<file path="config.mk">
export PLATFORM = sky130hd
export DESIGN_NAME = sd_spi_mode_host_sequencer_core
export DESIGN_NICKNAME = d
export VERILOG_FILES = /design/src/hw/rtl/sdsh_pkg.sv /design/src/hw/rtl/sd_spi_mode_host_sequencer_core.sv
export VERILOG_INCLUDE_DIRS = /design/src /design/src/hw/rtl
export SDC_FILE = /design/constraint.sdc
export NUM_CORES = 1
export LEC_CHECK = 0
export ABC_AREA = 1
export BUFFER_PORTS_ARGS = -buffer_cell sky130_fd_sc_hd__clkbuf_2
export CAP_MARGIN = 20
export CORE_MARGIN = 10
export CORE_UTILIZATION = 40
export DETAILED_ROUTE_END_ITERATION = 8
export PLACE_DENSITY = 0.53
export SKIP_CTS_REPAIR_TIMING = 1
export SYNTH_ARGS = -nofsm -noshare
export SYNTH_HDL_FRONTEND = slang
export SYNTH_SLANG_ARGS = --single-unit
export TNS_END_PERCENT = 5
</file>
<file path="constraint.sdc">
create_clock -name clock -period 5.96 [get_ports clock]
set_input_delay 0 -clock clock [delete_from_list [all_inputs] [get_ports clock]]
set_output_delay 0 -clock clock [all_outputs]
set_load 0.005 [all_outputs]
</file>
<file path="src/hw/rtl/sd_spi_mode_host_sequencer_core_macros.svh">
// Assertion macros for the SD SPI-mode host sequencer.
// Used by the top level; no other dependencies.
`ifndef SD_SPI_MODE_HOST_SEQUENCER_CORE_MACROS_SVH
`define SD_SPI_MODE_HOST_SEQUENCER_CORE_MACROS_SVH
`ifndef SYNTH
// The condition must never be true outside reset.
`define SDSH_NEVER(label, clk, rst, cond) \
   label: assert property (@(posedge clk) disable iff (rst) !(cond)) else $error("violated");
// The first expression implies the second at the same edge.
`define SDSH_IMPLY(label, clk, rst, a, b) \
   label: assert property (@(posedge clk) disable iff (rst) (a) |-> (b)) else $error("violated");
`else
`define SDSH_NEVER(label, clk, rst, cond)
`define SDSH_IMPLY(label, clk, rst, a, b)
`endif
`endif

</file>
<file path="src/hw/rtl/sdsh_pkg.sv">
// Package for the SD SPI-mode host sequencer: word types and codes.
// No dependencies.
package sdsh_pkg;

   localparam int SECTOR_BYTES = 512;
   localparam int BPOS_W       = 10;
   localparam logic [BPOS_W-1:0] LAST_BYTE = BPOS_W'(SECTOR_BYTES - 1);

   // Request codes.
   localparam logic [2:0] REQ_INIT  = 3'd0;
   localparam logic [2:0] REQ_READ  = 3'd1;
   localparam logic [2:0] REQ_WRITE = 3'd2;
   localparam logic [2:0] REQ_DONE  = 3'd3;
   localparam logic [2:0] REQ_WBYTE = 3'd4;

   // Result kinds.
   localparam logic [1:0] KIND_XFER = 2'd0;
   localparam logic [1:0] KIND_RD   = 2'd1;
   localparam logic [1:0] KIND_NEED = 2'd2;
   localparam logic [1:0] KIND_FIN  = 2'd3;

   // Status codes.
   localparam logic [2:0] ST_OK       = 3'd0;
   localparam logic [2:0] ST_NO_IDLE  = 3'd1;
   localparam logic [2:0] ST_INIT_TO  = 3'd2;
   localparam logic [2:0] ST_CMD_REJ  = 3'd3;
   localparam logic [2:0] ST_TOKEN_TO = 3'd4;
   localparam logic [2:0] ST_DATA_REJ = 3'd5;
   localparam logic [2:0] ST_BUSY_TO  = 3'd6;
   localparam logic [2:0] ST_BAD_REQ  = 3'd7;

   // Configuration register indexes.
   localparam logic [2:0] REG_WAKE   = 3'd0;
   localparam logic [2:0] REG_RPOLL  = 3'd1;
   localparam logic [2:0] REG_TPOLL  = 3'd2;
   localparam logic [2:0] REG_RETRY  = 3'd3;
   localparam logic [2:0] REG_BPOLL  = 3'd4;

   typedef struct packed {
      logic [2:0]  req_type;
      logic [31:0] sector;
      logic [15:0] block_count;
      logic [7:0]  rx_byte;
      logic [7:0]  wr_byte;
   } req_word_type;

   typedef struct packed {
      logic [1:0] out_kind;
      logic [7:0] tx_byte;
      logic       cs_low;
      logic       fast_clock;
      logic [7:0] rd_byte;
      logic       sector_end;
      logic [2:0] status;
      logic       last;
   } rsp_word_type;

endpackage

</file>
<file path="src/hw/rtl/sd_spi_mode_host_sequencer_core.sv">
// SD-card SPI-mode host sequencer: one state transition per accepted word.
// Depends on sdsh_pkg and sd_spi_mode_host_sequencer_core_macros.svh.
//
// Usage: the host sends a request word (init, read, write) on the req_
// channel, then answers each "perform exchange" result with an "exchange
// done" word carrying the received byte, and each "need write byte" result
// with a write data byte word. Results leave on the rsp_ channel; every
// request word yields one result, or two while sector data is read (the data
// byte, then the next exchange). The last result of a word has last set.
// A word accepted at an edge has its first result registered and valid in the
// next cycle. Throughput: one word per cycle; results pass through a
// four-word output queue, and req_stall rises when fewer than two slots are
// free, so a word that yields two results takes two queue slots.
// When the receiver stalls, results wait in the queue and the input is
// stalled once the queue cannot hold two more.
// Reset: phase idle, chip select released, slow clock, registers at their
// defaults, queue empty. Registers are on the csr_ port at 4*index.
`include "sd_spi_mode_host_sequencer_core_macros.svh"
module sd_spi_mode_host_sequencer_core
   import sdsh_pkg::*;
(
   input  logic         clock,
   input  logic         reset,
   input  logic         req_valid,
   output logic         req_stall,
   input  req_word_type req_word,
   output logic         rsp_valid,
   input  logic         rsp_stall,
   output rsp_word_type rsp_word,
   input  logic         csr_psel,
   input  logic         csr_penable,
   input  logic         csr_pwrite,
   input  logic [4:0]   csr_paddr,
   input  logic [31:0]  csr_pwdata,
   output logic [31:0]  csr_prdata,
   output logic         csr_pready
);

   localparam logic [3:0] PH_IDLE = 4'd0,  PH_WAKE = 4'd1,  PH_FRAME = 4'd2,
                          PH_POLL = 4'd3,  PH_R7 = 4'd4,    PH_TOKEN = 4'd5,
                          PH_RDATA = 4'd6, PH_RCRC = 4'd7,  PH_RTAIL = 4'd8,
                          PH_WGAP = 4'd9,  PH_WTOKEN = 4'd10, PH_WNEED = 4'd11,
                          PH_WDATA = 4'd12, PH_WCRC = 4'd13, PH_WRESP = 4'd14,
                          PH_WBUSY = 4'd15;

   // Configuration registers.
   logic [7:0]  wake_ff, rpoll_ff;
   logic [15:0] tpoll_ff;
   logic [11:0] retry_lim_ff;
   logic [23:0] bpoll_ff;
   logic        csr_wr;
   logic [2:0]  csr_idx;

   assign csr_pready = 1'b1;
   assign csr_idx    = csr_paddr[4:2];
   assign csr_wr     = csr_psel && csr_penable && csr_pwrite;

   always_ff @(posedge clock) begin
      if (reset) begin
         wake_ff      <= 8'd10;
         rpoll_ff     <= 8'd10;
         tpoll_ff     <= 16'd1000;
         retry_lim_ff <= 12'd2000;
         bpoll_ff     <= 24'd65535;
      end else if (csr_wr) begin
         unique case (csr_idx)
            REG_WAKE:  wake_ff      <= csr_pwdata[7:0];
            REG_RPOLL: rpoll_ff     <= csr_pwdata[7:0];
            REG_TPOLL: tpoll_ff     <= csr_pwdata[15:0];
            REG_RETRY: retry_lim_ff <= csr_pwdata[11:0];
            REG_BPOLL: bpoll_ff     <= csr_pwdata[23:0];
            default: ;
         endcase
      end
   end

   // Register read mux.
   always_comb begin
      unique case (csr_idx)
         REG_WAKE:  csr_prdata = {24'd0, wake_ff};
         REG_RPOLL: csr_prdata = {24'd0, rpoll_ff};
         REG_TPOLL: csr_prdata = {16'd0, tpoll_ff};
         REG_RETRY: csr_prdata = {20'd0, retry_lim_ff};
         REG_BPOLL: csr_prdata = {8'd0, bpoll_ff};
         default:   csr_prdata = 32'd0;
      endcase
   end

   // Limits, where zero acts as one.
   logic [7:0]  wake_lim, rpoll_lim;
   logic [15:0] tpoll_lim;
   logic [11:0] retry_lim;
   logic [23:0] bpoll_lim;
   assign wake_lim  = (wake_ff == 8'd0) ? 8'd1 : wake_ff;
   assign rpoll_lim = (rpoll_ff == 8'd0) ? 8'd1 : rpoll_ff;
   assign tpoll_lim = (tpoll_ff == 16'd0) ? 16'd1 : tpoll_ff;
   assign retry_lim = (retry_lim_ff == 12'd0) ? 12'd1 : retry_lim_ff;
   assign bpoll_lim = (bpoll_ff == 24'd0) ? 24'd1 : bpoll_ff;

   // Sequencer state.
   logic [3:0]        phase_ff, phase_in;
   logic [1:0]        pend_ff, pend_in;
   logic [5:0]        cmd_ff, cmd_in;
   logic [31:0]       arg_ff, arg_in;
   logic [2:0]        fpos_ff, fpos_in;
   logic [31:0]       cur_ff, cur_in;
   logic [15:0]       left_ff, left_in;
   logic [BPOS_W-1:0] bpos_ff, bpos_in;
   logic [23:0]       poll_ff, poll_in;
   logic [11:0]       retry_ff, retry_in;
   logic              fast_ff, fast_in, cs_ff, cs_in;

   // Output queue.
   rsp_word_type q_ff [4];
   logic [1:0]   wptr_ff, rptr_ff;
   logic [2:0]   cnt_ff;

   logic         acc, pop;
   logic [1:0]   nres;
   rsp_word_type res0, res1;

   assign req_stall = (cnt_ff > 3'd2);
   assign acc       = req_valid && !req_stall;
   assign rsp_valid = (cnt_ff != 3'd0);
   assign pop       = rsp_valid && !rsp_stall;
   assign rsp_word  = q_ff[rptr_ff];

   // Byte of the command frame at a given position.
   function automatic logic [7:0] frame_byte(input logic [2:0] pos, input logic [5:0] cmd,
                                             input logic [31:0] arg);
      logic [7:0] b;
      unique case (pos)
         3'd1: b = {2'b01, cmd};
         3'd2: b = arg[31:24];
         3'd3: b = arg[23:16];
         3'd4: b = arg[15:8];
         3'd5: b = arg[7:0];
         default: b = (cmd == 6'd0) ? 8'h95 : ((cmd == 6'd8) ? 8'h87 : 8'h01);
      endcase
      return b;
   endfunction

   // Next state and results for the accepted word.
   always_comb begin
      logic        xf, fin, bad, need, rdv, rend, cresp, sec, stc;
      logic [7:0]  xf_tx, rx, rdb;
      logic [2:0]  fst;
      logic [5:0]  stc_cmd;
      logic [31:0] stc_arg;
      logic [23:0] pinc;
      logic [BPOS_W-1:0] binc;

      phase_in = phase_ff; pend_in = pend_ff; cmd_in = cmd_ff; arg_in = arg_ff;
      fpos_in = fpos_ff; cur_in = cur_ff; left_in = left_ff; bpos_in = bpos_ff;
      poll_in = poll_ff; retry_in = retry_ff; fast_in = fast_ff; cs_in = cs_ff;
      xf = 1'b0; fin = 1'b0; bad = 1'b0; need = 1'b0; rdv = 1'b0; rend = 1'b0;
      cresp = 1'b0; sec = 1'b0; stc = 1'b0;
      xf_tx = 8'hFF; fst = ST_OK; stc_cmd = 6'd0; stc_arg = 32'd0;
      rx = req_word.rx_byte; rdb = rx;
      pinc = poll_ff + 24'd1;
      binc = bpos_ff + BPOS_W'(1);

      if (acc) begin
         if (phase_ff == PH_IDLE) begin
            if (req_word.req_type == REQ_INIT) begin
               pend_in = 2'd1; fast_in = 1'b0; cs_in = 1'b0;
               bpos_in = '0; phase_in = PH_WAKE; xf = 1'b1;
            end else if (req_word.req_type == REQ_READ || req_word.req_type == REQ_WRITE) begin
               pend_in = req_word.req_type[1:0] + 2'd1;
               cur_in  = req_word.sector;
               left_in = req_word.block_count;
               sec     = 1'b1;
            end else begin
               bad = 1'b1;
            end
         end else if (req_word.req_type == REQ_DONE && phase_ff != PH_WNEED) begin
            unique case (phase_ff)
               PH_WAKE: begin
                  bpos_in = binc;
                  if (binc < BPOS_W'(wake_lim)) xf = 1'b1;
                  else begin stc = 1'b1; stc_cmd = 6'd0; stc_arg = 32'd0; end
               end
               PH_FRAME: begin
                  if (fpos_ff < 3'd6) begin
                     fpos_in = fpos_ff + 3'd1; cs_in = 1'b1; xf = 1'b1;
                     xf_tx = frame_byte(fpos_ff + 3'd1, cmd_ff, arg_ff);
                  end else begin
                     phase_in = PH_POLL; poll_in = '0; xf = 1'b1;
                  end
               end
               PH_POLL: begin
                  poll_in = pinc;
                  if (rx[7] && pinc < 24'(rpoll_lim)) xf = 1'b1;
                  else cresp = 1'b1;
               end
               PH_R7: begin
                  if (bpos_ff < BPOS_W'(3)) begin bpos_in = binc; xf = 1'b1; end
                  else begin
                     cs_in = 1'b0; retry_in = '0;
                     stc = 1'b1; stc_cmd = 6'd55; stc_arg = 32'd0;
                  end
               end
               PH_TOKEN: begin
                  poll_in = pinc;
                  if (rx == 8'hFE) begin phase_in = PH_RDATA; bpos_in = '0; xf = 1'b1; end
                  else if (pinc < 24'(tpoll_lim)) xf = 1'b1;
                  else begin cs_in = 1'b0; fin = 1'b1; fst = ST_TOKEN_TO; end
               end
               PH_RDATA: begin
                  rdv  = 1'b1;
                  rend = (bpos_ff == LAST_BYTE);
                  if (bpos_ff >= LAST_BYTE) begin phase_in = PH_RCRC; bpos_in = '0; end
                  else bpos_in = binc;
                  xf = 1'b1;
               end
               PH_RCRC: begin
                  if (bpos_ff == '0) bpos_in = BPOS_W'(1);
                  else begin cs_in = 1'b0; phase_in = PH_RTAIL; end
                  xf = 1'b1;
               end
               PH_RTAIL: begin
                  cur_in = cur_ff + 32'd1; left_in = left_ff - 16'd1; sec = 1'b1;
               end
               PH_WGAP: begin phase_in = PH_WTOKEN; xf = 1'b1; xf_tx = 8'hFE; end
               PH_WTOKEN: begin phase_in = PH_WNEED; bpos_in = '0; need = 1'b1; end
               PH_WDATA: begin
                  if (bpos_ff >= LAST_BYTE) begin
                     phase_in = PH_WCRC; bpos_in = '0; xf = 1'b1;
                  end else begin
                     bpos_in = binc; phase_in = PH_WNEED; need = 1'b1;
                  end
               end
               PH_WCRC: begin
                  if (bpos_ff == '0) bpos_in = BPOS_W'(1);
                  else phase_in = PH_WRESP;
                  xf = 1'b1;
               end
               PH_WRESP: begin
                  if (rx[4:0] != 5'h05) begin cs_in = 1'b0; fin = 1'b1; fst = ST_DATA_REJ; end
                  else begin phase_in = PH_WBUSY; poll_in = '0; xf = 1'b1; end
               end
               PH_WBUSY: begin
                  poll_in = pinc;
                  if (rx != 8'h00) begin
                     cs_in = 1'b0; cur_in = cur_ff + 32'd1; left_in = left_ff - 16'd1;
                     sec = 1'b1;
                  end else if (pinc < bpoll_lim) xf = 1'b1;
                  else begin cs_in = 1'b0; fin = 1'b1; fst = ST_BUSY_TO; end
               end
               default: bad = 1'b1;
            endcase
         end else if (req_word.req_type == REQ_WBYTE && phase_ff == PH_WNEED) begin
            phase_in = PH_WDATA; xf = 1'b1; xf_tx = req_word.wr_byte;
         end else begin
            bad = 1'b1;
         end
      end

      // Command response handling.
      if (cresp) begin
         unique case (cmd_ff)
            6'd0: begin
               cs_in = 1'b0;
               if (rx != 8'h01) begin fin = 1'b1; fst = ST_NO_IDLE; end
               else begin stc = 1'b1; stc_cmd = 6'd8; stc_arg = 32'h0000_01AA; end
            end
            6'd8: begin
               if (rx == 8'h01) begin phase_in = PH_R7; bpos_in = '0; xf = 1'b1; end
               else begin
                  cs_in = 1'b0; retry_in = '0;
                  stc = 1'b1; stc_cmd = 6'd55; stc_arg = 32'd0;
               end
            end
            6'd55: begin stc = 1'b1; stc_cmd = 6'd41; stc_arg = 32'h4000_0000; end
            6'd41: begin
               cs_in = 1'b0;
               if (rx == 8'h00) begin fast_in = 1'b1; fin = 1'b1; fst = ST_OK; end
               else begin
                  retry_in = retry_ff + 12'd1;
                  if (retry_in >= retry_lim) begin fin = 1'b1; fst = ST_INIT_TO; end
                  else begin stc = 1'b1; stc_cmd = 6'd55; stc_arg = 32'd0; end
               end
            end
            6'd17, 6'd24: begin
               if (rx != 8'h00) begin cs_in = 1'b0; fin = 1'b1; fst = ST_CMD_REJ; end
               else if (cmd_ff == 6'd17) begin
                  phase_in = PH_TOKEN; poll_in = '0; xf = 1'b1;
               end else begin
                  phase_in = PH_WGAP; xf = 1'b1;
               end
            end
            default: begin cs_in = 1'b0; fin = 1'b1; fst = ST_BAD_REQ; end
         endcase
      end

      // Next sector command or completion.
      if (sec) begin
         if (left_in == 16'd0) begin fin = 1'b1; fst = ST_OK; end
         else begin
            stc = 1'b1; stc_cmd = (pend_in == 2'd2) ? 6'd17 : 6'd24; stc_arg = cur_in;
         end
      end

      // Command start: leading 0xFF, then the frame.
      if (stc) begin
         cmd_in = stc_cmd; arg_in = stc_arg; fpos_in = '0; phase_in = PH_FRAME;
         xf = 1'b1; xf_tx = 8'hFF;
      end
      if (fin) begin phase_in = PH_IDLE; pend_in = 2'd0; end

      // Result words.
      res0 = '0; res1 = '0;
      res1.cs_low = cs_in; res1.fast_clock = fast_in; res1.last = 1'b1;
      if (xf) begin res1.out_kind = KIND_XFER; res1.tx_byte = xf_tx; end
      else if (need) res1.out_kind = KIND_NEED;
      else begin res1.out_kind = KIND_FIN; res1.status = bad ? ST_BAD_REQ : fst; end
      res0.out_kind = KIND_RD; res0.cs_low = cs_in; res0.fast_clock = fast_in;
      res0.rd_byte = rdb; res0.sector_end = rend;
      if (!rdv) begin res0 = res1; end
      nres = !acc ? 2'd0 : (rdv ? 2'd2 : 2'd1);
   end

   // State registers.
   always_ff @(posedge clock) begin
      if (reset) begin
         phase_ff <= PH_IDLE; pend_ff <= '0; cmd_ff <= '0; arg_ff <= '0;
         fpos_ff <= '0; cur_ff <= '0; left_ff <= '0; bpos_ff <= '0;
         poll_ff <= '0; retry_ff <= '0; fast_ff <= 1'b0; cs_ff <= 1'b0;
      end else begin
         phase_ff <= phase_in; pend_ff <= pend_in; cmd_ff <= cmd_in; arg_ff <= arg_in;
         fpos_ff <= fpos_in; cur_ff <= cur_in; left_ff <= left_in; bpos_ff <= bpos_in;
         poll_ff <= poll_in; retry_ff <= retry_in; fast_ff <= fast_in; cs_ff <= cs_in;
      end
   end

   // Output queue payload.
   always_ff @(posedge clock) begin
      if (nres != 2'd0) q_ff[wptr_ff] <= res0;
      if (nres == 2'd2) q_ff[wptr_ff + 2'd1] <= res1;
   end

   // Output queue pointers.
   always_ff @(posedge clock) begin
      if (reset) begin
         wptr_ff <= '0; rptr_ff <= '0; cnt_ff <= '0;
      end else begin
         wptr_ff <= wptr_ff + nres;
         rptr_ff <= rptr_ff + {1'b0, pop};
         cnt_ff  <= cnt_ff + {1'b0, nres} - {2'b00, pop};
      end
   end

   `SDSH_NEVER(a_queue_overflow, clock, reset, cnt_ff > 3'd4)
   `SDSH_IMPLY(a_idle_cs_released, clock, reset, phase_ff == PH_IDLE, !cs_ff)
   `SDSH_IMPLY(a_idle_no_pending, clock, reset, phase_ff == PH_IDLE, pend_ff == 2'd0)

endmodule
</file>
# Word level (Yosys, flattened, before mapping)
# Memory sizes are Yosys's and may differ from the RTL's. A register that Yosys moved wholly into a read port is not among the register bits.
# Index checks and enable logic that the tools add are counted.
[totals]
ff_bits = 218
ram_bits = 100
output_inout_bits = 60
word_cells = 366
mem_count = 1
[memory_table]
columns = ["memory", "words", "width", "rd", "rd_ports_with_merged_regs", "wr", "line_no", "rtl"]
rows = [
  ["q_ff", 4, 25, 1, 1, 2, "sd_spi_mode_host_sequencer_core.sv:114", "rsp_word_type q_ff [4];"],
]
[op_classes]
addsub = 12
magnitude_cmp = 9
n_eq_ne = 41
mux = 240
bitwise = 1
reduce_logical = 41
[ops]
columns = ["cell", "count"]
rows = [
  ["32-bit 2-to-1 mux", 8],
  ["24-bit 2-to-1 mux", 10],
  ["24-bit case mux with 5 select lines", 1],
  ["16-bit 2-to-1 mux", 7],
  ["10-bit 2-to-1 mux", 11],
  ["12-bit 2-to-1 mux", 9],
  ["1-bit 2-to-1 mux", 101],
  ["8-bit 2-to-1 mux", 11],
  ["6-bit 2-to-1 mux", 12],
  ["24-bit case mux with 3 select lines", 1],
  ["4-bit 2-to-1 mux", 16],
  ["32-bit case mux with 2 select lines", 1],
  ["31-bit case mux with 2 select lines", 1],
  ["10-bit case mux with 6 select lines", 1],
  ["3-bit 2-to-1 mux", 19],
  ["8-bit case mux with 5 select lines", 1],
  ["4-bit case mux with 9 select lines", 1],
  ["32-bit by 1-bit adder with 32-bit output (second input constant)", 1],
  ["4-bit equality test (second input constant)", 8],
  ["16-bit logical NOT", 2],
  ["16-bit case mux with 2 select lines", 1],
  ["31-bit 2-to-1 mux", 1],
  ["25-bit 2-to-1 mux", 1],
  ["24-bit by 1-bit adder with 24-bit output (second input constant)", 1],
  ["other kinds (67)", 118],
]

# Depth between registers and ports, before layout
# Gate-level depths: netlist (run 1).
[logic_depth]
word_depth = 19
ltp_mapped = 24
ltp_nobuf = 23

# Least setup slack after synthesis (run 1)
# Ideal clock, no wire load.
[synth_path]
kind = "reg2reg"
start = "reg poll_ff[0]"
end = "mem q_ff[3][17] (netlist bit), data pin"
setup_time_ns = 0.257
t_arrival_ns = 2.961
required_ns = 5.703
slack_ns = 2.743
stages_incl_launch_ff = 22
path_cell_list = "dfxtp_1 ha_1 nand2_1 nor2_1 xnor2_1 inv_1 ha_1 a21oi_1 nor2_1 nor3b_1 nand3_1 nor3_1 nand3_1 nand3_1 nor2_1 nand2_1 nand3_2 nor2_2 nand2_1 buf_6 nand2_2 nor2_1"
[synth_lines]
columns = ["item", "line_no", "rtl"]
rows = [
  ["start, declared", "sd_spi_mode_host_sequencer_core.sv:109", "logic [23:0] poll_ff, poll_in;"],
  ["start signal, assigned", "sd_spi_mode_host_sequencer_core.sv:332", "poll_ff <= poll_in; retry_ff <= retry_in; fast_ff <= fast_in; cs_ff <= cs_in;"],
  ["end, declared", "sd_spi_mode_host_sequencer_core.sv:114", ""],
]

==> results of run 1 <==
## flip-flops by register name (all words and copies together) (netlist names)
register	cells
phase_ff	4
rpoll_ff	8
fast_ff	1
bpoll_ff	24
rptr_ff	2
cs_ff	1
retry_lim_ff	12
left_ff	16
q_ff	100
wptr_ff	2
cmd_ff	5
fpos_ff	3
bpos_ff	10
cnt_ff	3
wake_ff	8
poll_ff	24
arg_ff	32
pend_ff	2
cur_ff	32
tpoll_ff	16
retry_ff	12
## where the power goes
group	switching (W)	leakage, nW	internal (W)
Combinational	0.000967	6.46	0.000475
Sequential	0.000108	2.66	0.00235
Clock	0.000974	0.620	0.00142
## metrics by stage
step                      instances  cell area [µm²]  total power (W)
final                          3589            22400          0.00629
after CTS                      3513            21600          0.00630
after global routing           3589            22400          0.00661
after global placement         3445            20300          0.00388
after floorplan                2764            19100          0.00335
after detailed placement       3445            20300          0.00390
## metal layers
metal  up-vias  share of wire
li1       9656              -
met2       621           0.49
met3       113          0.061
met1      9135           0.42
met5         -              0
met4         0          0.029
## worst reg2reg max path, cell delays in order (launching register included)
cell and delay [ps]:
dfxtp_1 520, nand3_1 230, nor2_1 360, xor2_1 400, ha_1 320, a21oi_1 140, nor2_1 50, nor3b_1 180
nand3_1 100, nor3_1 270, nand3_1 120, nand3_1 340, inv_1 320, nand3_1 140, nand3_1 80, nor2_2 150
nand2_1 410, nand2_1 300, nor2_1 60
## layout by cell type, fill, tap and decap left out, drive strengths merged, types with 11 or more instances in the layout
master / n
a22oi: 20
nand4: 26
o21ai: 284
edfxtp: 60
nor4: 16
a221oi: 17
o22ai: 58
inv: 367
a21oi: 186
nor2: 406
o211ai: 47
clkbuf: 212
dlygate4sd3: 76
ha: 84
xor2: 25
a31oi: 11
a211oi: 22
nand2: 512
nor3: 45
o221ai: 14
dfxtp: 257
buf: 29
nand3: 116
clkinv: 16
## cell type report
| class | count | share of cell area |
|---|---|---|
| clock buffers | 61 | 0.0514 |
| clock inverters | 7 | 0.00548 |
| inverters | 378 | 0.0635 |
| multi-input cells | 1963 | 0.458 |
| flip-flops and latches | 317 | 0.311 |
| well taps | 607 | 0.0340 |
| repair buffers | 256 | 0.0775 |
## logic make-up after synthesis
kind of cell | share of synthesized area
buffers and inverters | 0.0995
AOI/OAI and AO/OA | 0.217
xor gates and xnor gates | 0.0138
DFF | 0.365
and+or+nand+nor | 0.248
other | 0.000394
adders and majority gates | 0.0562
## how the worst min path moves through the flow
stage                                      endpoint  slack, ps  cells after the start
after global routing         left_ff[12]$_SDFF_PP0_          1                      7
after floorplan               cur_ff[13]$_SDFF_PP0_        110                      1
after detailed placement  bpoll_ff[13]$_SDFFE_PP1P_        240                      3
after global placement    bpoll_ff[15]$_SDFFE_PP1P_        230                      3
after CTS                 bpoll_ff[13]$_SDFFE_PP1P_       -360                      3
final                        left_ff[12]$_SDFF_PP0_        -40                      7
==> flow_results.xml, run 1 <==
<?xml version="1.0" encoding="UTF-8"?>
<metrics>
  <group name="clocking">
    <metric name="tritoncts.num_buffers" unit="">39</metric>
    <metric name="tritoncts" unit="">done</metric>
    <metric name="cts-root-to-sink-buffers" unit="">3</metric>
    <metric name="clkLatencyLatePin" unit="ps">580</metric>
    <metric name="cts.reportedPaths.clkPinSlew" unit="ps">60</metric>
    <metric name="clock_sinks" unit="">317</metric>
    <metric name="htree_levels" unit="">2</metric>
    <metric name="clock-root-buffer" unit="">clkbuf_16</metric>
  </group>
  <group name="detailed_routing">
    <metric name="via_count" unit="">19500</metric>
    <metric name="routed_via_density" unit="">5.44</metric>
    <metric name="total_drc_errors_in_the_routed_layout" unit="">0</metric>
    <metric name="route.antenna.remaining_nets" unit="">0</metric>
    <metric name="detailedRoute.firstPassIterationCount" unit="">6</metric>
    <metric name="drt_iter0_markers" unit="">1578</metric>
    <metric name="totalWireLength" unit="µm">67500</metric>
    <metric name="routed_wire_length_per_instance" unit="µm">18.8</metric>
  </group>
  <group name="critical_path">
    <metric name="critical_path.endpoint_type" unit="">register</metric>
    <metric name="worstPathArrival" unit="ps">5060</metric>
    <metric name="timing.critical_path.depth" unit="">18</metric>
    <metric name="most_frequent_cell_on_the_critical_path" unit="">nand3_1</metric>
    <metric name="worstSetupEndpoint" unit="">q_ff[3][16]$_DFFE_PP_</metric>
    <metric name="path_cells" unit="">nand3_1 &gt; nor2_1 &gt; xor2_1 &gt; ha_1 &gt; a21oi_1 &gt; nor2_1 &gt; nor3b_1 &gt; nand3_1 &gt; nor3_1 &gt; nand3_1 &gt; nand3_1 &gt; inv_1 &gt; nand3_1 &gt; nand3_1 &gt; nor2_2 &gt; nand2_1 &gt; nand2_1 &gt; nor2_1</metric>
    <metric name="cpMaxStageDelayCell" unit="">dfxtp_1</metric>
    <metric name="worst-r2r-cell-count" unit="">18</metric>
    <metric name="kind_of_critical_path" unit="">reg2reg</metric>
    <metric name="cp_top_family" unit="">simple AND/OR/NAND/NOR gates</metric>
    <metric name="cp_max_fo" unit="">12</metric>
    <metric name="worstPathBufferInverterCount" unit="">1</metric>
    <metric name="crit_path_max_incr_delay" unit="ps">520</metric>
    <metric name="worst_ep_required_time" unit="ps">6280</metric>
    <metric name="worst_setup_path_startpoint" unit="">poll_ff[0]$_SDFF_PP0_</metric>
    <metric name="timing.rr.end" unit="">q_ff[3][16]$_DFFE_PP_</metric>
    <metric name="critical_path.reg2reg.startpoint" unit="">poll_ff[0]$_SDFF_PP0_</metric>
    <metric name="rrSetupSlack" unit="ps">1220</metric>
    <metric name="startpoint_type_of_the_worst_setup_path" unit="">register</metric>
  </group>
  <group name="floorplan">
    <metric name="die_h" unit="µm">238</metric>
    <metric name="rows" unit="">79</metric>
    <metric name="effective_utilization_at_floorplan" unit="">0.407</metric>
    <metric name="die_w" unit="µm">238</metric>
    <metric name="ios" unit="">171</metric>
    <metric name="floorplan.die_area" unit="mm²">0.0567</metric>
    <metric name="coreArea" unit="mm²">0.0469</metric>
  </group>
  <group name="power_and_ir_drop">
    <metric name="static-leakage-power" unit="nW">9.74</metric>
    <metric name="max_vdd_drop" unit="mV">0.174</metric>
    <metric name="power.density_cell_area" unit="mW/mm²">281</metric>
  </group>
  <group name="logic_synthesis">
    <metric name="synth_top_area_share" unit="">0.270</metric>
    <metric name="yosysWarnings" unit="">0</metric>
    <metric name="synth_edf_count" unit="">60</metric>
    <metric name="synthCells" unit="">2757</metric>
    <metric name="synthesis.area_per_instance" unit="µm²">6.91</metric>
    <metric name="cell_area_synth" unit="mm²">0.0190</metric>
    <metric name="synth_most_common_cell" unit="">nand2_1</metric>
    <metric name="ys_seq_area_frac" unit="">0.365</metric>
    <metric name="synth_ff_type" unit="">dfxtp_1</metric>
    <metric name="synth_common_cells" unit="">nand2_1, nor2_1, inv_1</metric>
    <metric name="synth.largest_area_cell" unit="">dfxtp_1</metric>
    <metric name="async_reset_ff_frac" unit="">0</metric>
    <metric name="postSynthRegisterBits" unit="">317</metric>
    <metric name="synth_area_leaders" unit="">dfxtp_1, nand2_1, edfxtp_1</metric>
    <metric name="synth.distinct_cells" unit="">69</metric>
  </group>
  <group name="layout">
    <metric name="sequential_cell_area" unit="mm²">0.00695</metric>
    <metric name="final_core_utilization" unit="">0.477</metric>
    <metric name="drive_above_1_share" unit="">0.0946</metric>
    <metric name="layout.filler_cells" unit="">4779</metric>
    <metric name="multi_input_area" unit="mm²">0.0102</metric>
    <metric name="fin_nets" unit="">3151</metric>
    <metric name="antenna-diode-count" unit="">0</metric>
    <metric name="areaGrowthSynthToFinish" unit="%">17.4</metric>
  </group>
  <group name="global_route">
    <metric name="grt_antenna_before_repair" unit="">1</metric>
    <metric name="groute.layer.met3.usage" unit="">0.0364</metric>
    <metric name="globalRoute.totalOverflow" unit="">0</metric>
    <metric name="grt_pass1_vias" unit="">19100</metric>
    <metric name="maximum_number_of_pins_on_one_net_before_global_route_repair" unit="">66</metric>
    <metric name="grtUsageMet2" unit="">0.406</metric>
    <metric name="use_met1" unit="">0.280</metric>
    <metric name="grt_most_used_layer" unit="">met2</metric>
    <metric name="grt_usage" unit="">0.230</metric>
    <metric name="grt_pass1_wl" unit="µm">105000</metric>
  </group>
  <group name="timing">
    <metric name="hold_slack" unit="ps">-39.8</metric>
    <metric name="drv_slew" unit="">0</metric>
    <metric name="setup_viol" unit="">0</metric>
    <metric name="final_period_minus_worst_setup_slack" unit="ps">4740</metric>
    <metric name="postLayoutSetupSlackWorst" unit="ps">1220</metric>
    <metric name="transition_time_at_the_pin_with_the_least_slew_margin" unit="ps">1100</metric>
    <metric name="post-route-period-util" unit="">0.795</metric>
    <metric name="hold_viol_final" unit="">4</metric>
    <metric name="relSlewSlack" unit="">0.261</metric>
    <metric name="unrepaired_setup_endpoints_after_global_routing" unit="">no</metric>
    <metric name="achievable-frequency" unit="MHz">211</metric>
    <metric name="clock-skew-final" unit="ps">19.4</metric>
    <metric name="accumulated_negative_setup_slack" unit="ps">0</metric>
  </group>
  <group name="placement">
    <metric name="placement.setup.worst_slack" unit="ps">1270</metric>
    <metric name="finalWeightedCongestion" unit="">0.946</metric>
    <metric name="portBuffers" unit="">151</metric>
    <metric name="hpwl_after_dpl" unit="µm">49200</metric>
  </group>
  <group name="run_status">
    <metric name="failing_checks" unit="">negative hold slack</metric>
    <metric name="run_status" unit="">complete, but fails checks</metric>
  </group>
  <group name="job">
    <metric name="drv_cap" unit="">0</metric>
  </group>
  <group name="hold_path">
    <metric name="type_of_the_tightest_min_delay_check" unit="">in2reg</metric>
    <metric name="worstHoldStart" unit="">req_word[28]</metric>
  </group>
</metrics>
Power figures use the tool's default switching activity.
==> run 2, diff against run 1 <==
Clock period 5.96 ns to 4.46 ns, I/O delays scaled along.
==> run 2 against run 1 <==
  * The run still ends with negative hold slack left
  * Sequential share of layout area is 0.23 points lower
  * Maximum frequency is 20% higher
  * Critical path depth rose by 6
  * Non-clock buffer count is 21 higher
  * Register-to-register slack lost 710 ps
  * Total power up 34%
  * Routed wire length up 0.27%
  * First-iteration DRC count decreased by 4.1%
  * Count of clock-buffer cells in the layout shrank 3
  * Sequential cell count unchanged
  * Critical path type unchanged
  * Highest routed layer unchanged
==> flow_results.xml, run 2 (synthesis results as in run 1) <==
<?xml version="1.0" encoding="UTF-8"?>
<metrics>
  <group name="run_status">
    <metric name="run_status" unit="">complete, but fails checks</metric>
    <metric name="failing_checks" unit="">negative hold slack</metric>
  </group>
  <group name="power_and_ir_drop">
    <metric name="power.density_cell_area" unit="mW/mm²">375</metric>
    <metric name="static-leakage-power" unit="nW">9.86</metric>
    <metric name="max_vdd_drop" unit="mV">0.269</metric>
  </group>
  <group name="placement">
    <metric name="hpwl_after_dpl" unit="µm">49600</metric>
    <metric name="dpl_cell_area" unit="mm²">0.0205</metric>
    <metric name="place_inst" unit="">3468</metric>
    <metric name="portBuffers" unit="">151</metric>
    <metric name="finalWeightedCongestion" unit="">0.943</metric>
    <metric name="placement.setup.worst_slack" unit="ps">556</metric>
  </group>
  <group name="timing">
    <metric name="hold_viol_final" unit="">6</metric>
    <metric name="clock-skew-final" unit="ps">15.6</metric>
    <metric name="post-route-period-util" unit="">0.886</metric>
    <metric name="final_period_minus_worst_setup_slack" unit="ps">3950</metric>
    <metric name="achievable-frequency" unit="MHz">253</metric>
    <metric name="transition_time_at_the_pin_with_the_least_slew_margin" unit="ps">994</metric>
    <metric name="accumulated_negative_setup_slack" unit="ps">0</metric>
    <metric name="hold_slack" unit="ps">-63.6</metric>
    <metric name="relSlewSlack" unit="">0.335</metric>
    <metric name="unrepaired_setup_endpoints_after_global_routing" unit="">no</metric>
    <metric name="setup_viol" unit="">0</metric>
    <metric name="drv_slew" unit="">0</metric>
    <metric name="postLayoutSetupSlackWorst" unit="ps">510</metric>
  </group>
  <group name="clocking">
    <metric name="cts-root-to-sink-buffers" unit="">3</metric>
    <metric name="tritoncts.num_buffers" unit="">40</metric>
    <metric name="cts.reportedPaths.clkPinSlew" unit="ps">60</metric>
    <metric name="clock-root-buffer" unit="">clkbuf_16</metric>
    <metric name="clock_sinks" unit="">317</metric>
    <metric name="tritoncts" unit="">done</metric>
    <metric name="htree_levels" unit="">2</metric>
    <metric name="clkLatencyLatePin" unit="ps">580</metric>
  </group>
  <group name="critical_path">
    <metric name="worstPathArrival" unit="ps">4270</metric>
    <metric name="most_frequent_cell_on_the_critical_path" unit="">nand2_1</metric>
    <metric name="worst_ep_required_time" unit="ps">4780</metric>
    <metric name="cp_max_fo" unit="">12</metric>
    <metric name="crit_path_max_incr_delay" unit="ps">390</metric>
    <metric name="path_cells" unit="">ha_1 &gt; nand2_1 &gt; nor2_1 &gt; buf_4 &gt; nand3_1 &gt; nor2_1 &gt; nand2_1 &gt; nand2_1 &gt; nand2_1 &gt; ha_1 &gt; nand2_1 &gt; nor2_1 &gt; nand4_1 &gt; nor4_1 &gt; nand2_1 &gt; nand3_1 &gt; nand2_1 &gt; o21bai_1 &gt; nand2_1 &gt; nand2_1 &gt; nand2_1 &gt; buf_4 &gt; nand2_1 &gt; nor2_1</metric>
    <metric name="startpoint_type_of_the_worst_setup_path" unit="">register</metric>
    <metric name="critical_path.endpoint_type" unit="">register</metric>
    <metric name="cpMaxStageDelayCell" unit="">dfxtp_1</metric>
    <metric name="kind_of_critical_path" unit="">reg2reg</metric>
    <metric name="cp_top_family" unit="">simple AND/OR/NAND/NOR gates</metric>
    <metric name="worstPathBufferInverterCount" unit="">2</metric>
  </group>
  <group name="layout">
    <metric name="most_flops_register" unit="">q_ff</metric>
    <metric name="final-instance-count-excl-fill" unit="">3615</metric>
    <metric name="largestRegisters" unit="">q_ff (100), arg_ff (32), cur_ff (32)</metric>
    <metric name="fin_nets" unit="">3173</metric>
    <metric name="antenna-diode-count" unit="">0</metric>
    <metric name="multi_input_area" unit="mm²">0.0102</metric>
    <metric name="layout.filler_cells" unit="">4816</metric>
    <metric name="final_core_utilization" unit="">0.481</metric>
    <metric name="sequential_cell_area" unit="mm²">0.00695</metric>
    <metric name="layout.cells.most_common" unit="">nand2_1</metric>
    <metric name="drive_above_1_share" unit="">0.103</metric>
    <metric name="design_area" unit="mm²">0.0225</metric>
    <metric name="areaGrowthSynthToFinish" unit="%">18.3</metric>
    <metric name="largest_register_ffs" unit="">100</metric>
    <metric name="mostFrequentLayoutCells" unit="">nand2_1, nor2_1, inv_1, o21ai_0, dfxtp_1</metric>
  </group>
  <group name="global_route">
    <metric name="maximum_number_of_pins_on_one_net_before_global_route_repair" unit="">66</metric>
    <metric name="grt_antenna_before_repair" unit="">0</metric>
    <metric name="grt_pass1_vias" unit="">18900</metric>
    <metric name="grt_pass1_wl" unit="µm">104000</metric>
    <metric name="grt_usage" unit="">0.228</metric>
    <metric name="globalRoute.totalOverflow" unit="">0</metric>
  </group>
  <group name="detailed_routing">
    <metric name="routed_via_density" unit="">5.45</metric>
    <metric name="via_count" unit="">19700</metric>
    <metric name="routed_wire_length_per_instance" unit="µm">18.7</metric>
    <metric name="drt_iter0_markers" unit="">1514</metric>
    <metric name="total_drc_errors_in_the_routed_layout" unit="">0</metric>
    <metric name="totalWireLength" unit="µm">67700</metric>
    <metric name="detailedRoute.firstPassIterationCount" unit="">5</metric>
    <metric name="route.antenna.remaining_nets" unit="">0</metric>
  </group>
  <group name="floorplan">
    <metric name="rows" unit="">79</metric>
    <metric name="die_w" unit="µm">238</metric>
    <metric name="ios" unit="">171</metric>
    <metric name="floorplan.die_area" unit="mm²">0.0567</metric>
    <metric name="die_h" unit="µm">238</metric>
    <metric name="coreArea" unit="mm²">0.0469</metric>
    <metric name="effective_utilization_at_floorplan" unit="">0.407</metric>
  </group>
  <group name="hold_path">
    <metric name="type_of_the_tightest_min_delay_check" unit="">in2reg</metric>
  </group>
  <group name="job">
    <metric name="drv_cap" unit="">0</metric>
  </group>
</metrics>
run 2: changes by cell type in the layout (fill, tap and decap cells not counted), sizes merged:
| cell | before | now |
|---|---|---|
| buf | 29 | 52 |
| bufinv | 2 | 1 |
| clkbuf | 212 | 209 |
| clkinv | 16 | 23 |
| clkinvlp | 0 | 1 |
| dlygate4sd3 | 76 | 74 |
| inv | 367 | 368 |
run 2: worst reg2reg max path: stages, from the launching register on:
cell and delay [ps]:
dfxtp_1 390, ha_1 320, nand2_1 80, nor2_1 160, buf_4 150, nand3_1 100, nor2_1 190, nand2_1 70
nand2_1 60, nand2_1 80, ha_1 280, nand2_1 50, nor2_1 130, nand4_1 170, nor4_1 260, nand2_1 190
nand3_1 110, nand2_1 90, o21bai_1 160, nand2_1 90, nand2_1 100, nand2_1 60, buf_4 190, nand2_1 150
nor2_1 70
run 2: area by class of cell:
type,count,share of cell area
Clock buffer,58,0.0514
Timing Repair Buffer,277,0.0837
Sequential cell,317,0.308
Clock inverter,15,0.00572
Multi-Input combinational cell,1963,0.454
Tap cell,607,0.0337
Inverter,378,0.0630
run 2: final timing paths:
kind / start / end / slack [ps] / depth (start not counted)
setup / recovery: poll_ff[1]$_SDFF_PP0_ / q_ff[3][16]$_DFFE_PP_ / 510 / 24
hold / removal: req_word[17] / left_ff[1]$_SDFF_PP0_ / -60 / 7
setup reg to reg: poll_ff[1]$_SDFF_PP0_ / q_ff[3][16]$_DFFE_PP_ / 510 / 24
hold reg to reg: q_ff[1][0]$_SDFFE_PP1P_ / q_ff[1][0]$_SDFFE_PP1P_ / 450 / 2
run 2: metal layers:
| metal | vias up | part of all wire | track usage |
|---|---|---|---|
| li1 | 9701 | - | - |
| met1 | 9270 | 0.43 | 0.286 |
| met2 | 599 | 0.48 | 0.397 |
| met3 | 117 | 0.054 | 0.0288 |
| met4 | 0 | 0.030 | 0.0794 |
| met5 | - | 0 | 0 |
run 2: power by group:
group | leakage, nW | switching [W] | internal, W
combinational | 6.57 | 0.00131 | 0.000643
sequential | 2.66 | 0.000141 | 0.00313
clock | 0.636 | 0.00135 | 0.00187
total | 9.86 | 0.00279 | 0.00565
run 2: metrics by stage:
step / power (W) / hold slack, ps
floorplan: 0.00448 / 111
global placement: 0.00520 / 241
detailed placement: 0.00523 / 252
CTS: 0.00846 / -345
global route: 0.00885 / 14.9
finish: 0.00844 / -63.6
==> run 3, diff against run 2 <==
Settings changed: PLACE_DENSITY 0.53 to default, PLACE_DENSITY_LB_ADDON from default to 0.15, RECOVER_POWER from default to 50.
==> run 3 against run 2 <==
  * The flow finishes with violations (negative hold slack, max-capacitance violations, max-slew violations)
  * Combinational power is 2% lower
  * Non-clock buffer count stayed put
  * First-iteration DRC count is 11% lower
  * Count of clock-buffer cells in the layout is 5 lower
  * Core utilization is 0.13 points lower
  * Critical path depth is 2 lower
  * Die area stayed put
  * Sequential power hardly changed
  * Via count is 0.32% higher
  * Hold slack better by 18 ps
  * Total power hardly changed
==> flow_results.xml, run 3 (synthesis results as in run 1) <==
<?xml version="1.0" encoding="UTF-8"?>
<metrics>
  <group name="global_route">
    <metric name="grtUsageMet2" unit="">0.388</metric>
    <metric name="maximum_number_of_pins_on_one_net_before_global_route_repair" unit="">66</metric>
    <metric name="grt_pass1_wl" unit="µm">104000</metric>
    <metric name="grt_usage" unit="">0.225</metric>
    <metric name="use_met1" unit="">0.282</metric>
    <metric name="grt_antenna_before_repair" unit="">0</metric>
    <metric name="globalRoute.totalOverflow" unit="">0</metric>
    <metric name="groute.layer.met3.usage" unit="">0.0297</metric>
    <metric name="grt_pass1_vias" unit="">19000</metric>
    <metric name="grt_most_used_layer" unit="">met2</metric>
  </group>
  <group name="floorplan">
    <metric name="effective_utilization_at_floorplan" unit="">0.407</metric>
    <metric name="die_w" unit="µm">238</metric>
    <metric name="rows" unit="">79</metric>
    <metric name="die_h" unit="µm">238</metric>
    <metric name="coreArea" unit="mm²">0.0469</metric>
    <metric name="ios" unit="">171</metric>
    <metric name="floorplan.die_area" unit="mm²">0.0567</metric>
  </group>
  <group name="critical_path">
    <metric name="cp_max_fo" unit="">15</metric>
    <metric name="kind_of_critical_path" unit="">in2reg</metric>
    <metric name="startpoint_type_of_the_worst_setup_path" unit="">input port</metric>
    <metric name="critical_path.endpoint_type" unit="">register</metric>
    <metric name="worst_ep_required_time" unit="ps">4800</metric>
    <metric name="rrSetupSlack" unit="ps">460</metric>
    <metric name="worstPathArrival" unit="ps">4340</metric>
  </group>
  <group name="layout">
    <metric name="most_flops_register" unit="">q_ff</metric>
    <metric name="areaGrowthSynthToFinish" unit="%">18.0</metric>
    <metric name="final_core_utilization" unit="">0.480</metric>
    <metric name="layout.cells.most_common" unit="">nand2_1</metric>
    <metric name="largest_register_ffs" unit="">100</metric>
    <metric name="antenna-diode-count" unit="">0</metric>
    <metric name="fin_nets" unit="">3172</metric>
    <metric name="mostFrequentLayoutCells" unit="">nand2_1, nor2_1, inv_1, o21ai_0, dfxtp_1</metric>
    <metric name="design_area" unit="mm²">0.0225</metric>
    <metric name="largestRegisters" unit="">q_ff (100), arg_ff (32), cur_ff (32)</metric>
    <metric name="drive_above_1_share" unit="">0.0822</metric>
    <metric name="final-instance-count-excl-fill" unit="">3612</metric>
  </group>
  <group name="timing">
    <metric name="unrepaired_setup_endpoints_after_global_routing" unit="">no</metric>
    <metric name="post-route-period-util" unit="">0.896</metric>
    <metric name="relSlewSlack" unit="">-0.655</metric>
    <metric name="clock-skew-final" unit="ps">29.5</metric>
    <metric name="accumulated_negative_setup_slack" unit="ps">0</metric>
    <metric name="setup_viol" unit="">0</metric>
    <metric name="achievable-frequency" unit="MHz">250</metric>
    <metric name="drv_slew" unit="">58</metric>
    <metric name="transition_time_at_the_pin_with_the_least_slew_margin" unit="ps">2480</metric>
    <metric name="final_period_minus_worst_setup_slack" unit="ps">4000</metric>
    <metric name="hold_viol_final" unit="">1</metric>
    <metric name="hold_slack" unit="ps">-45.6</metric>
  </group>
  <group name="clocking">
    <metric name="clock_sinks" unit="">317</metric>
    <metric name="htree_levels" unit="">2</metric>
    <metric name="cts-root-to-sink-buffers" unit="">3</metric>
    <metric name="cts.reportedPaths.clkPinSlew" unit="ps">60</metric>
    <metric name="clock-root-buffer" unit="">clkbuf_16</metric>
    <metric name="tritoncts" unit="">done</metric>
    <metric name="clkLatencyLatePin" unit="ps">600</metric>
    <metric name="tritoncts.num_buffers" unit="">39</metric>
  </group>
  <group name="placement">
    <metric name="place_inst" unit="">3463</metric>
    <metric name="hpwl_after_dpl" unit="µm">48600</metric>
    <metric name="dpl_cell_area" unit="mm²">0.0205</metric>
    <metric name="portBuffers" unit="">151</metric>
    <metric name="finalWeightedCongestion" unit="">0.968</metric>
  </group>
  <group name="power_and_ir_drop">
    <metric name="max_vdd_drop" unit="mV">0.219</metric>
    <metric name="static-leakage-power" unit="nW">9.71</metric>
    <metric name="power.density_cell_area" unit="mW/mm²">375</metric>
    <metric name="pwr_total" unit="W">0.00844</metric>
  </group>
  <group name="detailed_routing">
    <metric name="drt_iter0_markers" unit="">1345</metric>
    <metric name="route.antenna.remaining_nets" unit="">0</metric>
    <metric name="routed_wire_length_per_instance" unit="µm">18.4</metric>
    <metric name="routed_via_density" unit="">5.47</metric>
    <metric name="totalWireLength" unit="µm">66300</metric>
    <metric name="detailedRoute.firstPassIterationCount" unit="">5</metric>
    <metric name="via_count" unit="">19800</metric>
    <metric name="total_drc_errors_in_the_routed_layout" unit="">0</metric>
  </group>
  <group name="run_status">
    <metric name="run_status" unit="">complete, but fails checks</metric>
    <metric name="failing_checks" unit="">negative hold slack, max-capacitance violations, max-slew violations</metric>
  </group>
  <group name="job">
    <metric name="drv_cap" unit="">1</metric>
  </group>
  <group name="hold_path">
    <metric name="type_of_the_tightest_min_delay_check" unit="">in2reg</metric>
  </group>
</metrics>
run 3: changes by cell type in the layout (fill, tap and decap cells not counted), moves of 3 or more:
cell	delta
clkbuf_1	+47
clkbuf_2	-42
buf_4	-13
dlygate4sd3_1	+5
inv_1	+3
nand2_1	+3
o21ai_0	+3
o21ai_1	-3
run 3: worst max-delay path: stages:
cell and delay (ps):
dlygate4sd3_1 540, clkbuf_2 110, inv_1 320, nand4_1 300, nor2_4 270, nand2_1 180
nand2_1 310, clkbuf_1 720, o21ai_0 180, nand2_1 100, a21boi_1 80, nor2_1 110
nand2_1 70, nor2_1 80, nand2_1 100, nand2_2 110, nand3_2 120, nor2_2 150
nand2_1 80, buf_4 200, nand2_1 140, nor2_1 50
run 3: through the flow:
stage,hold WS [ps],setup WS (ps)
2_1_floorplan,111,1240
3_3_place_gp,234,617
3_5_place_dp,241,588
4_1_cts,-364,575
5_1_grt,38.5,98.6
6_report,-45.6,463
run 3: final cells by class:
cell class                      count  area [µm²]
Timing Repair Buffer              277        1820
Clock inverter                     17         221
Inverter                          378        1420
Sequential cell                   317        6950
Fill cell                        4815       24400
Tap cell                          607         759
Multi-Input combinational cell   1963       10200
Clock buffer                       53        1100
run 3: where the power goes:
part	total (W)	switching, W	internal [W]
sequential	0.00328	0.000143	0.00314
combinational	0.00191	0.00129	0.000613
clock	0.00325	0.00133	0.00192
run 3: worst paths after layout:
path,cells after the start,endpoint,from
worst min-delay path,7,left_ff[1]$_SDFF_PP0_,req_word[17]
worst max-delay path,22,q_ff[2][15]$_DFFE_PP_,req_word[15]
worst min register to register,2,q_ff[2][11]$_SDFFE_PP0P_,q_ff[2][11]$_SDFFE_PP0P_
worst max register to register,19,q_ff[2][15]$_DFFE_PP_,cnt_ff[0]$_SDFF_PP0_
run 3: layer usage:
metal | part of all wire | wire (µm)
met1 | 0.43 | 28600
met2 | 0.48 | 32100
met3 | 0.055 | 3670
met4 | 0.030 | 2000
met5 | 0 | 0
